--- config.mk ---
export PLATFORM = sky130hd
export DESIGN_NAME = dfcs_judge
export DESIGN_NICKNAME = d
export VERILOG_FILES = /design/src/hdl/dilepton_fiducial_cut_selector_assert.svh /design/src/hdl/dfcs_pkg.sv /design/src/hdl/dfcs_judge.sv
export SDC_FILE = /design/constraint.sdc
export NUM_CORES = 1
export LEC_CHECK = 0
export ABC_AREA = 1
export BUFFER_PORTS_ARGS = -buffer_cell sky130_fd_sc_hd__buf_2
export CAP_MARGIN = 40
export CORE_AREA = 2 2 220 222
export CTS_CLUSTER_DIAMETER = 80
export DETAILED_ROUTE_END_ITERATION = 7
export DIE_AREA = 0 0 222 224
export GPL_TIMING_DRIVEN = 1
export PLACE_DENSITY_LB_ADDON = 0.1
export RECOVER_POWER = 25
export SLEW_MARGIN = 0
export SYNTH_ARGS = -nofsm -noshare
export SYNTH_HDL_FRONTEND = slang
export SYNTH_SLANG_ARGS = --single-unit
--- constraint.sdc ---
create_clock -name clk -period 11.55 [get_ports clk]
set_clock_uncertainty 0.2 [all_clocks]
set_input_delay 2.31 -clock clk [delete_from_list [all_inputs] [get_ports clk]]
set_output_delay 2.31 -clock clk [all_outputs]
set_load 0.01 [all_outputs]
--- src/hdl/dilepton_fiducial_cut_selector_assert.svh ---
// Assertion macros for the dilepton fiducial cut selector.
`ifndef DILEPTON_FIDUCIAL_CUT_SELECTOR_ASSERT_SVH
`define DILEPTON_FIDUCIAL_CUT_SELECTOR_ASSERT_SVH

`ifndef SYNTHESIS
`define DFCS_ASSERT_IMPL(label, clk, rst, ante, cons) \
  label: assert property (@(posedge clk) disable iff (rst) (ante) |-> (cons)) \
    else $error("dfcs assertion failed");
`define DFCS_ASSERT_NEXT(label, clk, rst, ante, cons) \
  label: assert property (@(posedge clk) disable iff (rst) (ante) |=> (cons)) \
    else $error("dfcs assertion failed");
`else
`define DFCS_ASSERT_IMPL(label, clk, rst, ante, cons)
`define DFCS_ASSERT_NEXT(label, clk, rst, ante, cons)
`endif

`endif

--- src/hdl/dfcs_pkg.sv ---
package dfcs_pkg;

  localparam int MOMENTUM_BITS_DEF = 20;
  localparam int FRACTION_BITS_DEF = 6;

  localparam int CFG_W = 19;
  localparam int RAP_W = 17;
  localparam int CFG_SQ_W = 2 * CFG_W;
  localparam int REG_IDX_W = 3;

  localparam logic [2:0] CS_NONE     = 3'd0;
  localparam logic [2:0] CS_GENERAL  = 3'd1;
  localparam logic [2:0] CS_PRESET_A = 3'd2;
  localparam logic [2:0] CS_PRESET_B = 3'd3;
  localparam logic [2:0] CS_PRESET_C = 3'd4;
  localparam logic [2:0] CS_PRESET_D = 3'd5;

  localparam logic [1:0] PROC_NONE     = 2'd0;
  localparam logic [1:0] PROC_W_SECOND = 2'd1;
  localparam logic [1:0] PROC_W_FIRST  = 2'd2;
  localparam logic [1:0] PROC_Z        = 2'd3;

  localparam logic [2:0] REG_CUT_SET        = 3'd0;
  localparam logic [2:0] REG_PROCESS        = 3'd1;
  localparam logic [2:0] REG_LEPTON_PT_MIN  = 3'd2;
  localparam logic [2:0] REG_LEPTON_RAP     = 3'd3;
  localparam logic [2:0] REG_MT_MIN         = 3'd4;
  localparam logic [2:0] REG_ETMISS_MIN     = 3'd5;
  localparam logic [2:0] REG_LEAD_PT_MIN    = 3'd6;
  localparam logic [2:0] REG_SUBLEAD_PT_MIN = 3'd7;

  localparam logic [2:0] REASON_NONE = 3'd0;
  localparam logic [2:0] REASON_PT   = 3'd1;
  localparam logic [2:0] REASON_ETA  = 3'd2;
  localparam logic [2:0] REASON_MASS = 3'd3;
  localparam logic [2:0] REASON_MT   = 3'd4;
  localparam logic [2:0] REASON_MET  = 3'd5;
  localparam logic [2:0] REASON_LEAD = 3'd6;

  localparam logic [RAP_W-1:0] RAP_RESET = 17'd65536;

  // squared tanh of the crack gap edges, Q0.32
  localparam logic [31:0] GAP_LO2 = 32'd2752261444;
  localparam logic [31:0] GAP_HI2 = 32'd3518862400;

  typedef struct packed {
    logic [2:0]          cut_set;
    logic [1:0]          process;
    logic [CFG_W-1:0]    lepton_pt_min;
    logic [RAP_W-1:0]    lepton_rap_tanh;
    logic [CFG_W-1:0]    mt_min;
    logic [CFG_W-1:0]    etmiss_min;
    logic [CFG_SQ_W-1:0] pt_min2;
    logic [CFG_SQ_W-1:0] mt_min2;
    logic [CFG_SQ_W-1:0] etmiss_min2;
    logic [CFG_SQ_W-1:0] lead_pt_min2;
    logic [CFG_SQ_W-1:0] sublead_pt_min2;
  } cfg_t;

  typedef struct packed {
    logic gen_pt;
    logic gen_rap;
    logic gen_etm;
    logic gen_lead;
    logic pre_pt_a;
    logic pre_pt_b;
    logic mass_out;
    logic mt_skip;
    logic eta_a;
    logic eta_b;
  } flag_t;

  function automatic int maxi(input int a, input int b);
    return (a > b) ? a : b;
  endfunction

  function automatic logic is_preset(input logic [2:0] cs);
    return (cs == CS_PRESET_A) || (cs == CS_PRESET_B) || (cs == CS_PRESET_C) ||
           (cs == CS_PRESET_D);
  endfunction

  // squared limits in whole GeV
  function automatic logic [9:0] preset_pt2(input logic [2:0] cs);
    logic [9:0] v;
    unique case (cs)
      CS_PRESET_A: v = 10'd625;
      CS_PRESET_B: v = 10'd400;
      CS_PRESET_C: v = 10'd400;
      CS_PRESET_D: v = 10'd625;
      default:     v = 10'd0;
    endcase
    return v;
  endfunction

  function automatic logic [9:0] preset_wpt2(input logic [2:0] cs);
    logic [9:0] v;
    unique case (cs)
      CS_PRESET_A: v = 10'd625;
      CS_PRESET_B: v = 10'd400;
      CS_PRESET_C: v = 10'd625;
      default:     v = 10'd0;
    endcase
    return v;
  endfunction

  function automatic logic [10:0] preset_wmt2(input logic [2:0] cs);
    return (cs == CS_PRESET_C) ? 11'd1600 : 11'd0;
  endfunction

  function automatic logic [13:0] preset_mlo2(input logic [2:0] cs);
    logic [13:0] v;
    unique case (cs)
      CS_PRESET_A: v = 14'd5625;
      CS_PRESET_B: v = 14'd4356;
      CS_PRESET_C: v = 14'd4356;
      CS_PRESET_D: v = 14'd3600;
      default:     v = 14'd0;
    endcase
    return v;
  endfunction

  function automatic logic [13:0] preset_mhi2(input logic [2:0] cs);
    logic [13:0] v;
    unique case (cs)
      CS_PRESET_A: v = 14'd11025;
      CS_PRESET_B: v = 14'd13456;
      CS_PRESET_C: v = 14'd13456;
      CS_PRESET_D: v = 14'd14400;
      default:     v = 14'd0;
    endcase
    return v;
  endfunction

  function automatic logic [31:0] preset_eta2(input logic [2:0] cs);
    logic [31:0] v;
    unique case (cs)
      CS_PRESET_A: v = 32'd4180786281;
      CS_PRESET_B: v = 32'd2491207744;
      CS_PRESET_C: v = 32'd4155865156;
      CS_PRESET_D: v = 32'd4044960000;
      default:     v = 32'd0;
    endcase
    return v;
  endfunction

endpackage

--- src/hdl/dfcs_judge.sv ---
module dfcs_judge #(
  parameter int MOMENTUM_BITS = dfcs_pkg::MOMENTUM_BITS_DEF,
  parameter int RW = dfcs_pkg::maxi(2 * dfcs_pkg::CFG_W, 2 * MOMENTUM_BITS + 1) + 1,
  parameter int RH = (RW + 1) / 2
) (
  input  logic                       clk,
  input  logic                       rst,
  input  dfcs_pkg::cfg_t             cfg,
  input  logic                       in_valid,
  output logic                       in_ready,
  input  logic [2*RH-1:0]            rr_hh,
  input  logic [2*RH-1:0]            rr_hl,
  input  logic [2*RH-1:0]            rr_ll,
  input  logic [2*MOMENTUM_BITS-1:0] pp_hh,
  input  logic [2*MOMENTUM_BITS-1:0] pp_hl,
  input  logic [2*MOMENTUM_BITS-1:0] pp_lh,
  input  logic [2*MOMENTUM_BITS-1:0] pp_ll,
  input  dfcs_pkg::flag_t            flags,
  output logic                       out_valid,
  input  logic                       out_ready,
  output logic                       accept,
  output logic [2:0]                 reject_reason
);
  import dfcs_pkg::*;

  localparam int M  = MOMENTUM_BITS;
  localparam int QW = 4 * RH + 2;

  logic [QW-1:0] rhs2, lhs;
  logic          mt_low;
  logic [2:0]    reason;

  always_comb begin
    rhs2 = (QW'(rr_hh) << (2 * RH)) + (QW'(rr_hl) << (RH + 1)) + QW'(rr_ll);
    lhs  = ((QW'(pp_hh) << (2 * M)) + ((QW'(pp_hl) + QW'(pp_lh)) << M) + QW'(pp_ll)) << 2;
    mt_low = !flags.mt_skip && (lhs < rhs2);

    reason = REASON_NONE;
    if (cfg.cut_set == CS_GENERAL) begin
      priority if (flags.gen_pt) begin
        reason = REASON_PT;
      end else if (flags.gen_rap) begin
        reason = REASON_ETA;
      end else if ((cfg.mt_min != '0) && mt_low) begin
        reason = REASON_MT;
      end else if (flags.gen_etm) begin
        reason = REASON_MET;
      end else if (flags.gen_lead) begin
        reason = REASON_LEAD;
      end else begin
        reason = REASON_NONE;
      end
    end else if (is_preset(cfg.cut_set)) begin
      priority if (flags.pre_pt_a) begin
        reason = REASON_PT;
      end else if (flags.eta_a) begin
        reason = REASON_ETA;
      end else if (flags.pre_pt_b) begin
        reason = REASON_PT;
      end else if (cfg.process == PROC_Z) begin
        if (flags.eta_b) begin
          reason = REASON_ETA;
        end else if (flags.mass_out) begin
          reason = REASON_MASS;
        end
      end else if ((cfg.cut_set == CS_PRESET_C) && mt_low) begin
        reason = REASON_MT;
      end else begin
        reason = REASON_NONE;
      end
    end
  end

  assign in_ready = !out_valid || out_ready;

  always_ff @(posedge clk) begin
    if (rst) begin
      out_valid <= 1'b0;
    end else if (in_ready) begin
      out_valid <= in_valid;
    end
  end

  always_ff @(posedge clk) begin
    if (in_valid && in_ready) begin
      accept        <= (reason == REASON_NONE);
      reject_reason <= reason;
    end
  end

endmodule

# Word-level counts from Yosys, hierarchy flattened
# Cells that the tools add are included.
# totals
mem_bits_rw	0
latch_bits	0
ff_bits	5
elab_cells	41
rom_bits	0
memories	0
# classes
eq_ne	6
shift	0
n_lt_le_gt_ge	1
div	0
mux	14
addsub	5
bitwise_logic	0
mul	0
reduce_logical	12
# ops
operator	count
$add 85x42->86	1
$lt 84x86->1	1
$add 84x64->85	1
$add 81x40->82	1
$add 80x61->81	1
$add 40x40->41	1
$mux 3	12
$reduce_bool 19->1	1
$eq 3x2->1 const B	2
$eq 3x3->1 const B	2
$logic_and 1x1->1	4
$logic_or 1x1->1	4
$mux 2	2
$eq 3x1->1 const B	1
$logic_not 3->1	1
$eq 2x2->1 const B	1
$logic_not 1->1	2

# Depth between registers and ports, before layout
# logic_depth
depth_word	14
mapped_depth	46
ltp_nobuf	46

# Worst setup path after synthesis
# OpenSTA, ideal clock, no wires.
# synth_path
path_type	input to register
from	in pp_hl[0]
to	reg reject_reason[0], data pin
cell_stages	42
setup_ns	0.263
path_slack_ns	3.864
arrival_ns	7.224
path_cell_list	ha_1 > fa_1 > nand3_1 > nand2_1 > a21oi_2 > inv_2 > a21oi_1 > o21ai_1 > nand2_1 > nand2_1 > nand2_1 > nand2_1 > nand2_1 > nand2_1 > nand3_1 > nand2_1 > nand4_1 > nand2_1 > (+6 left out) > nand3_1 > nand3_1 > nand2_1 > o211ai_2 > a21oi_2 > nor3_1 > xor2_1 > ha_1 > nand2_1 > nor2_1 > a2111oi_0 > nand2_1 > nand4_1 > nand4_2 > nand3_1 > nand2_1 > nand2_1 > nand2_1
# synth_between
elab_chain_len	10
# synth_lines
element	line_no	source
start: declaration	dfcs_judge.sv:15	input logic [2*MOMENTUM_BITS-1:0] pp_hl,
$add 40x40->41	dfcs_judge.sv:35	lhs = ((QW'(pp_hh) << (2 * M)) + ((QW'(pp_hl) + QW'(pp_lh)) << M) + QW'(pp_ll)) << 2;
$add 80x61->81	dfcs_judge.sv:35	
$add 81x40->82	dfcs_judge.sv:35	
$lt 84x86->1	dfcs_judge.sv:36	mt_low = !flags.mt_skip && (lhs < rhs2);
$logic_and 1x1->1	dfcs_judge.sv:36	
$logic_and 1x1->1	dfcs_judge.sv:44	end else if ((cfg.mt_min != '0) && mt_low) begin
$mux 3	dfcs_judge.sv:44	
$mux 3	dfcs_judge.sv:42	end else if (flags.gen_rap) begin
$mux 3	dfcs_judge.sv:40	priority if (flags.gen_pt) begin
$mux 3	dfcs_judge.sv:39	if (cfg.cut_set == CS_GENERAL) begin
named net reason[0]	dfcs_judge.sv:31	logic [2:0] reason;
end signal: assignment	dfcs_judge.sv:87	reject_reason <= reason;
end: declaration	dfcs_judge.sv:22	output logic [2:0] reject_reason
# The timed path passes the listed nets, and every way through them passes these cells.
# A chain may end at the register's enable or synchronous reset.

# Worst setup path in the final report
# layout_path
from	in pp_hl[0]
to	reg accept, data pin
# layout_between
word_cells_on_any_way	18
classes_between	add/sub: 3; order compare: 1; mux: 10; reduce/logical: 4
# layout_lines
element	line_no	source
$add 40x40->41	dfcs_judge.sv:35	
$add 80x61->81	dfcs_judge.sv:35	
$add 81x40->82	dfcs_judge.sv:35	
$lt 84x86->1	dfcs_judge.sv:36	
$logic_and 1x1->1	dfcs_judge.sv:36	
$logic_and 1x1->1	dfcs_judge.sv:44	
$mux 3	dfcs_judge.sv:44	
$mux 3	dfcs_judge.sv:42	
$mux 3	dfcs_judge.sv:40	
$mux 3	dfcs_judge.sv:39	
named net reason[0]	dfcs_judge.sv:31	
$logic_not 3->1	dfcs_judge.sv:86	accept <= (reason == REASON_NONE);
end signal: assignment	dfcs_judge.sv:86	
end: declaration	dfcs_judge.sv:21	output logic accept,
# The timed path passes the listed nets, and every way through them passes these cells.

==> impl_metrics.json <==
{
  "status": "complete, no violations",
  "worst_pin_slew_ps": 680,
  "rows": 80,
  "worstPathMaxFanout": 4,
  "dp_worst_setup_slack_ps": 2250,
  "postCtsSetupRepairBufs": 0,
  "synth.top_cell.area_share_pct": 24.8,
  "cts-htree-levels": 1,
  "place_congestion": 0.866,
  "routed_wl_um": 41900,
  "initial_core_util_pct": 21.7,
  "numCtsBuffers": 3,
  "vdd_ir_drop_max_mv": 0.0319,
  "netlist_instances": 1694,
  "max_stage_delay_ps": 410,
  "vias": 11975,
  "antenna_found_initial": 6,
  "async_reset_ff_share_pct": 0,
  "synthFlopType": "edfxtp_1",
  "cts_hold_buf": 0,
  "synth_top_area_cell": "ha_1",
  "synth.distinct_cells": 55,
  "drc": 0,
  "clock.fmax_mhz": 112,
  "syn_area_um2": 10300,
  "drtAntennaViolNets": 0,
  "ys_warn_count": 0,
  "slew_headroom_pct": 54.2,
  "min_period_ps": 8960,
  "grt_max_degree": 8,
  "synth_area_leaders": "ha_1, nand2_1, xor2_1",
  "synth.avg_cell_area_um2": 6.07,
  "crit_path_frequent_cell": "nand2_1",
  "grt_setup_unrepaired": "false",
  "worst_setup_path_end_kind": "flip-flop",
  "finalCritPeriodShare_pct": 77.6,
  "dp.final_hpwl_um": 38800,
  "grt_usage_pct": 16.3,
  "die_h_um": 224,
  "tns_ps": 0,
  "syn-num-nets": 2470,
  "grt_pass1_wl_um": 65200,
  "critPathLaunchType": "input pin",
  "maxCapViolations": 0,
  "clock_latency_ps": 230,
  "final_common_cell": "nand2_1",
  "critical_path_class": "input pin to flip-flop",
  "die-area_um2": 49700,
  "yosysSeqAreaShare_pct": 1.36,
  "vias_per_cell": 4.53,
  "cellLeakagePower_nw": 6.60,
  "final-max-slew-violation-count": 0,
  "setup_violations": 0,
  "core_um2": 47300,
  "cts_tree": "yes",
  "drive_gt1_share_pct": 19.7,
  "worstPathArrival_ps": 8740,
  "cp_slowest_cell": "fa_1",
  "io_buffers": 329,
  "synth_edf_count": 4,
  "grt_overflow": 0,
  "die_w_um": 222,
  "root_buffer": "clkbuf_16",
  "synthToLayoutAreaGrowth_pct": 24.3,
  "finalWorstSetupSlack_ps": 2590,
  "clockBufferDepth": 2,
  "ioPinCount": 575,
  "ys_seq_elements": 5,
  "final_cell_mix": "nand2_1, buf_2, inv_1, ha_1, nor2_1",
  "required_ps": 11340,
  "power_density_nw_per_um2": 87.9,
  "drt-pass1-iter-count": 5,
  "grt_pass1_vias": 12372,
  "drtIter0Drc": 465,
  "post_cts.resized_instances": 0,
  "cts.reportedPaths.clkPinSlew_ps": 30,
  "hold_violations": 0,
  "final_nets": 2803,
  "hold_path.class": "flip-flop to flip-flop",
  "routedWlPerCell_um": 15.8,
  "cts_sinks": 5
}
## critical path: cells and delay by family
kind                       cells  cell delay, ps
and+or+nand+nor               30            3660
buffers and inverters          4             330
adders and majority gates      4            1300
xor gates and xnor gates       2             310
AOI/OAI and AO/OA              5             800
## state kept, by name, summed over array words and instances (netlist names)
signal	cells
reject_reason	3
accept	1
out_valid	1
## where the power goes
| part | internal [mW] | switching [mW] | total, mW |
|---|---|---|---|
| logic | 0.399 | 0.644 | 1.04 |
| clock network | 0.0458 | 0.0123 | 0.0581 |
| registers | 0.0213 | 0.000341 | 0.0216 |
## cell type report
class / instances / area [um2]
tap: 615 / 769
inverter: 234 / 878
antenna: 2 / 5.00
sequential: 5 / 140
multi-input combinational: 1454 / 9260
timing repair buffer: 329 / 1650
clock buffer: 4 / 78.8
fill: 5426 / 34600
## cells by family after synthesis
group	share of synthesized area, %
compound gates	21.8
fa+ha+maj	25.4
flops	1.36
xor+xnor	13.1
buf+inv	8.59
simple gates	29.8
## through the flow
stage	instances	hold WS, ps	utilization, %	power, mW	cell area (um2)
2_1_floorplan	1694	377	-	0.750	10300
3_3_place_gp	2637	272	26.8	1.06	12700
3_5_place_dp	2637	287	26.8	1.07	12700
4_1_cts	2641	290	27.0	1.14	12800
5_1_grt	2641	331	27.0	1.29	12800
6_report	2643	284	27.0	1.12	12800
## cell usage after synthesis, drive strengths merged (3+ instances only)
cell    instances
xor2          107
edfxtp          4
a31oi          30
o211ai          9
o21ai          87
a211oi          4
nor3           34
a21boi          5
nand4          24
inv           233
nand3          66
a21o           14
ha            204
nor2          194
o21bai          9
o21a            8
o221ai          6
nand2         375
xnor2          47
fa              3
o31ai           7
nor4           15
a21oi         192
## final timing paths
check	from	to	slack [ps]	cells past startpoint
max	pp_hl[0]	accept	2590	45
max reg2reg	out_valid	reject_reason[0]	10320	1
min reg2reg	out_valid	out_valid	280	2
min	out_valid	out_valid	280	2
## metal layers
metal | vias up | wire, um | GRT usage, %
met2 | 317 | 17000 | 25.6
met4 | 8 | 355 | 1.55
li1 | 6407 | - | -
met5 | - | 50 | 0
met1 | 5218 | 22700 | 24.8
met3 | 25 | 1730 | 1.36
Note: power is estimated with default switching activity, not from simulation.
